--- src/rtl/q8sj_div.sv ---
// ----------------------------------------------------------------------------
// q8sj_div: bit-serial signed divider
// round(num * 2^SHIFT / den), ties away from zero, saturated to 32 bits.
// One quotient bit per cycle, 64 + SHIFT iterations and a finishing step.
// ----------------------------------------------------------------------------
module q8sj_div #(
   parameter int SHIFT = 16
) (
   input  logic               clock,
   input  logic               reset,
   input  logic               start,
   input  logic signed [63:0] num,
   input  logic signed [63:0] den,
   output logic               idle,
   output logic signed [31:0] quo
);

   localparam int ITERS = 64 + SHIFT;
   localparam int CNT_W = $clog2(ITERS);

   typedef enum logic [1:0] {D_IDLE, D_RUN, D_FIN} div_state_type;

   div_state_type      state_ff;
   logic [CNT_W-1:0]   cnt_ff;
   logic [63:0]        n_ff;
   logic [63:0]        d_ff;
   logic [63:0]        r_ff;
   logic [31:0]        q_ff;
   logic               ovf_ff;
   logic               neg_ff;
   logic signed [31:0] quo_ff;

   // One restoring step
   logic [63:0] r_sh;
   logic        ge;
   logic [63:0] r_in;
   logic [32:0] q_sh;
   logic [31:0] q_in;
   assign r_sh = {r_ff[62:0], n_ff[63]};
   assign ge   = (r_sh >= d_ff);
   assign r_in = ge ? (r_sh - d_ff) : r_sh;
   assign q_sh = {q_ff, ge};
   assign q_in = q_sh[32] ? 32'hffffffff : q_sh[31:0];

   // Final rounding and saturation
   logic        rnd_up;
   logic [32:0] q_fin;
   logic [32:0] lim;
   logic [32:0] q_sat;
   logic [31:0] quo_in;
   assign rnd_up = !ovf_ff && (r_ff >= (d_ff - r_ff));
   assign q_fin  = {1'b0, q_ff} + 33'(rnd_up);
   assign lim    = neg_ff ? 33'h080000000 : 33'h07fffffff;
   assign q_sat  = (ovf_ff || (q_fin > lim)) ? lim : q_fin;
   assign quo_in = neg_ff ? (32'd0 - q_sat[31:0]) : q_sat[31:0];

   // Sequence the iterations
   always_ff @(posedge clock) begin
      if (reset) begin
         state_ff <= D_IDLE;
      end else begin
         case (state_ff)
            D_IDLE: begin
               if (start) begin
                  n_ff     <= num[63] ? (64'd0 - num) : num;
                  d_ff     <= den[63] ? (64'd0 - den) : den;
                  neg_ff   <= num[63] ^ den[63];
                  r_ff     <= '0;
                  q_ff     <= '0;
                  ovf_ff   <= 1'b0;
                  cnt_ff   <= '0;
                  state_ff <= D_RUN;
               end
            end
            D_RUN: begin
               r_ff   <= r_in;
               q_ff   <= q_in;
               ovf_ff <= ovf_ff | q_sh[32];
               n_ff   <= {n_ff[62:0], 1'b0};
               cnt_ff <= cnt_ff + 1'b1;
               if (cnt_ff == CNT_W'(ITERS - 1)) begin
                  state_ff <= D_FIN;
               end
            end
            D_FIN: begin
               quo_ff   <= quo_in;
               state_ff <= D_IDLE;
            end
            default: begin
               state_ff <= D_IDLE;
            end
         endcase
      end
   end

   assign idle = (state_ff == D_IDLE);
   assign quo  = quo_ff;

endmodule

--- config.mk ---
export PLATFORM = sky130hd
export DESIGN_NAME = q8sj_div
export DESIGN_NICKNAME = d
export VERILOG_FILES = /design/src/rtl/q8sj_div.sv
export SDC_FILE = /design/constraint.sdc
export NUM_CORES = 1
export LEC_CHECK = 0
export BUFFER_PORTS_ARGS = -buffer_cell sky130_fd_sc_hd__buf_4
export CAP_MARGIN = 10
export CORE_ASPECT_RATIO = 0.6
export CORE_UTILIZATION = 57
export DETAILED_ROUTE_END_ITERATION = 16
export PLACE_DENSITY = 0.76
export SKIP_LAST_GASP = 1
export SYNTH_ARGS = -nofsm -noshare
export SYNTH_HDL_FRONTEND = slang
export SYNTH_SLANG_ARGS = --single-unit
--- constraint.sdc ---
create_clock -name clock -period 16.8 [get_ports clock]
set_input_delay 0.84 -clock clock [delete_from_list [all_inputs] [get_ports clock]]
set_output_delay 0.84 -clock clock [all_outputs]
set_load 0.05 [all_outputs]
==> results of run 1 <==
==> routing by layer <==
layer,vias up,wire length [um],GRT usage
li1,10600,-,-
met1,10600,35600,0.513
met2,1049,27700,0.437
met3,84,8210,0.0911
met4,8,1250,0.0550
met5,-,57,0
==> sequential cells by signal (all words and copies together), names as in the netlist <==
signal,cells
r_ff,64
neg_ff,1
cnt_ff,7
q_ff,32
d_ff,64
ovf_ff,1
n_ff,64
quo,32
state_ff,2
==> logic make-up after synthesis <==
kind of cell               count (synthesis)  share of synthesized area
and+or+nand+nor                          879                      0.176
muxes                                     48                     0.0197
DFF                                      267                      0.326
buffers and inverters                    311                     0.0481
xor gates and xnor gates                 267                     0.0952
AOI/OAI and AO/OA                        826                      0.217
adders and majority gates                231                      0.118
==> how the worst max path moves through the flow <==
stage               startpoint          end  slack, ps  cells after the start
global placement       d_ff[1]      quo[24]       4670                     39
detailed placement     d_ff[0]      quo[24]       5400                     39
floorplan                reset  state_ff[0]       3560                      2
finish                 d_ff[0]      quo[24]       5040                     42
global route           d_ff[0]      quo[26]       4340                     39
CTS                    d_ff[0]      quo[24]       5350                     39
==> final cells by class <==
class	instances	area (um2)
multi-input cells	2251	15400
fillers	3602	15100
flip-flops and latches	267	8000
repair buffers	178	1330
clock buffers	36	771
inverters	191	717
well taps	570	713
clock inverters	14	114
diodes	2	5.00
==> critical path, delay by kind of cell, from the launching register on <==
family	cells	cell delay [ps]
buffers and inverters	2	150
AOI/OAI and AO/OA	17	4290
xor gates and xnor gates	2	780
and+or+nand+nor	15	4060
DFF	1	430
adders and majority gates	6	1830
==> report_power, final <==
part	total [mW]	switching, mW	internal [mW]
Sequential	0.827	0.0355	0.791
Clock	0.618	0.279	0.338
Combinational	0.738	0.445	0.293
Total	2.18	0.760	1.42
==> cells in the final DEF (no fill, tap or decap), drive strengths merged, types with 16 or more instances in the layout <==
master	Yosys	routed
edfxtp	265	265
nor2	240	240
ha	229	229
nand2	226	226
o21ai	213	213
a21oi	196	196
inv	191	192
buf	15	178
xnor2	142	142
xor2	125	125
a21o	124	124
nand3	71	71
nand4	68	68
nor3	57	57
o31ai	48	48
mux2i	46	46
a211oi	38	38
clkbuf	105	36
or3	30	30
o21bai	24	24
a31oi	24	24
nor2b	24	24
nand2b	24	24
and3	23	23
or2	23	23
o41ai	22	22
o21a	21	21
nor4	19	19
and2	17	17
or4	16	16
==> flow_summary.yaml, run 1 <==
final_layout:
  post-route-util: 0.642
  final_cells: 3509
  drive_gt1_frac: 0.0906
  areaGrowthSynthToFinish_pct: 10.2
  final_nets: 3279
  stdcell_area_mm2: 0.0271
yosys:
  ys_top_cells_by_area: "edfxtp_1 32%, ha_1 12%, xnor2_1 5.1%"
  ys_seq_area_frac: 0.326
  synthArstFlopShare: 0
  synth_fp_nets: 3191
  synth_seq_cells: 267
  syn_area_mm2: 0.0246
  synth.most_common_cell: "edfxtp_1"
  synth-edff-count: 265
  synth_top_area_cell: "edfxtp_1"
  synth.avg_cell_area_um2: 8.68
  synth_ff_type: "edfxtp_1"
  synth.distinct_cells: 82
  netlist_top_cells_count: "265 x edfxtp_1, 239 x nor2_1, 229 x ha_1, 226 x nand2_1, 210 x o21ai_0"
  synth_top_area_frac: 0.324
  synth_warnings: 0
  syn_inst: 2829
place:
  place.gp.congestion: 1.06
  placedCellCount: 3457
  port_buffers: 163
  hpwlAfterDp_mm: 57.0
  post_dp_cell_area_mm2: 0.0262
  post-place-ws_ps: 5400
setup_path:
  slowest_stage: "a2111oi_1"
  critPathArrivalTime_ps: 12170
  worstSetupPathType: "register to register"
  cp_data_required_time_ps: 17210
  cpMostUsedCell: "ha_1"
  start_kind: "register"
  crit_fanout: 8
  r2r_start: "d_ff[0]"
  rr_worst_depth: 42
  max_stage_delay_ps: 840
  rrSetupSlack_ps: 5040
  crit_path_end_kind: "register"
  r2r-end: "quo[24]"
power_and_ir_drop:
  cellLeakagePower_nw: 11.2
  p_per_area_mw_per_mm2: 80.6
  power_mw: 2.18
  ir_drop_mv: 0.0903
hold_path:
  hold_path.class: "input pin to register"
  whs_endpoint: "d_ff[0]"
  hp-start: "den[0]"
  holdPathStages: 1
floorplan:
  die_area_mm2: 0.0439
  initial_core_util: 0.582
  io_pins: 164
  dieHeight_um: 163
  coreArea_mm2: 0.0422
  die_width_um: 270
  rows: 58
sta:
  tightestPinTransition_ps: 1150
  finClkSkew_ps: 14.5
  timing.fmax_mhz: 85.0
  whs_ps: 462
  maxSlewViolCount: 0
  fin_crit_sh: 0.700
  tns_ps: 0
  rsz0062_at_grt: "no"
  fin_crit_ps: 11760
  max-slew-margin-rel: 0.226
  final_hold_viol_count: 0
  worst_slack_ps: 5040
  setup_viol: 0
routing:
  num_vias: 22400
  dr.pass1.iters: 5
  postRouteAntennaNets: 0
  drt-initial-drc-count: 2674
  avgRoutedWirePerCell_um: 20.8
  viasPerCell: 6.37
  drc: 0
  drt-total-wl_mm: 72.9
clocking:
  cts_inserted_buffers: 28
  clockBufferDepth: 3
  cts_root_buf: "clkbuf_16"
  h-tree-depth: 1
  post_cts_buffers: 0
  cts-hold-fix-buffers: 0
  clock-sinks: 267
  clock_latency_ps: 590
  cts_resized: 0
  clk_pin_slew_ps: 60
  cts_tree: "yes"
run:
  cap_violations: 0
global_routing:
  grt_pass1_vias: 20400
  antenna_found_initial: 6
  grt_max_degree: 123
  grt_pass1_wl_mm: 114
  grt_overflow: 0
  grt_usage: 0.326
status:
  status: "completed"
Power figures use the tool's default switching activity.
==> run 2: changes to the inputs <==
- PLACE_DENSITY: 0.76 -> 0.79
- clock period: 16.8 -> 10.5 ns (I/O delays scaled with it)
==> run 2 against run 1 <==
Effect of this change:
- clock power rose by 83%
- hold slack got worse by 320 ps
- largest cell class unchanged
- first-iteration DRC count fell by 4.2%
- power increased by 69%
- die area unchanged
- maximum frequency rose by 19%
- highest routed layer unchanged
- clock-buffer cell count is 4 lower
- sequential share of layout area decreased by 1.0 points
==> flow_summary.yaml, run 2 (synthesis results as in run 1) <==
setup_path:
  cpMostUsedCell: "ha_1"
  max_stage_delay_ps: 570
  crit_fanout: 6
  worstSetupPathType: "register to register"
  cp_data_required_time_ps: 10910
  start_kind: "register"
  crit_path_end_kind: "register"
  critPathArrivalTime_ps: 10330
  slowest_stage: "or4_1"
routing:
  avgRoutedWirePerCell_um: 21.1
  postRouteAntennaNets: 0
  drt-initial-drc-count: 2563
  drc: 0
  dr.pass1.iters: 6
  viasPerCell: 6.31
  num_vias: 22800
  drt-total-wl_mm: 76.3
floorplan:
  rows: 58
  initial_core_util: 0.582
  dieHeight_um: 163
  coreArea_mm2: 0.0422
  io_pins: 164
  die_width_um: 270
  die_area_mm2: 0.0439
global_routing:
  grt_pass1_wl_mm: 117
  grt_overflow: 0
  antenna_found_initial: 5
  grt_pass1_vias: 20800
  grt_usage: 0.337
  grt_max_degree: 123
sta:
  maxSlewViolCount: 0
  timing.fmax_mhz: 101
  max-slew-margin-rel: 0.285
  worst_slack_ps: 580
  finClkSkew_ps: 20.2
  final_hold_viol_count: 0
  whs_ps: 139
  tns_ps: 0
  fin_crit_ps: 9920
  setup_viol: 0
  tightestPinTransition_ps: 1070
  fin_crit_sh: 0.945
clocking:
  clock_latency_ps: 600
  clock-sinks: 267
  clk_pin_slew_ps: 70
  cts-hold-fix-buffers: 0
  cts_root_buf: "clkbuf_16"
  h-tree-depth: 1
  clockBufferDepth: 3
  cts_inserted_buffers: 29
  cts_tree: "yes"
power_and_ir_drop:
  ir_drop_mv: 0.142
  cellLeakagePower_nw: 11.7
  power_mw: 3.69
  p_per_area_mw_per_mm2: 132
final_layout:
  areaGrowthSynthToFinish_pct: 14.1
  fillers: 3456
  reg_top3: "d_ff x64, n_ff x64, r_ff x64"
  layout_commonest_cell: "buf_4"
  drive_gt1_frac: 0.127
  final_nets: 3377
  final_cell_mix: "274 x buf_4, 265 x edfxtp_1, 238 x nor2_1"
run:
  cap_violations: 0
place:
  post-place-ws_ps: 260
  port_buffers: 163
  hpwlAfterDp_mm: 59.0
  place.gp.congestion: 1.01
hold_path:
  hold_path.class: "input pin to register"
status:
  status: "completed"
## run 2: per-stage QoR
stage | utilization | cell area, um2 | cells
detailed placement | 0.638 | 26900 | 3551
global route | 0.665 | 28000 | 3610
CTS | 0.662 | 27900 | 3605
floorplan | - | 24600 | 2829
global placement | 0.638 | 26900 | 3550
finish | 0.665 | 28000 | 3610
## run 2: path summary, 6_finish.rpt
check | depth (start not counted) | start | endpoint | slack, ps
setup / recovery | 43 | r_ff[14] | quo[26] | 580
hold / removal | 1 | den[0] | d_ff[0] | 140
setup reg to reg | 43 | r_ff[14] | quo[26] | 580
hold reg to reg | 2 | n_ff[3] | n_ff[4] | 520
## run 2: report_power, final
part | total [mW] | internal, mW | switching (mW)
logic | 1.24 | 0.503 | 0.741
registers | 1.32 | 1.27 | 0.0544
clock network | 1.13 | 0.647 | 0.481
## run 2: critical path: cells and delay by family, from the launching register on
kind	cells	cell delay [ps]
flip-flops	1	410
XOR/XNOR	1	110
AND/OR/NAND/NOR	14	3210
adder cells (fa/ha/maj)	5	1350
buffers and inverters	5	560
AO/OA/AOI/OAI	18	4020
## run 2: cell type report
class / count / area [um2] / area share
Antenna cell: 2 / 5.00 / 0.000179
Multi-Input combinational cell: 2251 / 15500 / 0.553
Inverter: 191 / 717 / 0.0256
Tap cell: 570 / 713 / 0.0254
Timing Repair Buffer: 275 / 2060 / 0.0736
Clock buffer: 32 / 757 / 0.0270
Sequential cell: 267 / 8000 / 0.285
Clock inverter: 22 / 267 / 0.00951
## run 2: metal layers
layer	GRT usage	share of wire
met5	0	0.00052
met2	0.447	0.38
met4	0.0646	0.019
met3	0.102	0.12
met1	0.527	0.48
## run 2: what timing repair did
action / 4_1_cts / 5_1_grt
gates resized for setup: 0 / 22
setup buffers: 0 / 3
endpoints found under the setup margin: 0 / 20
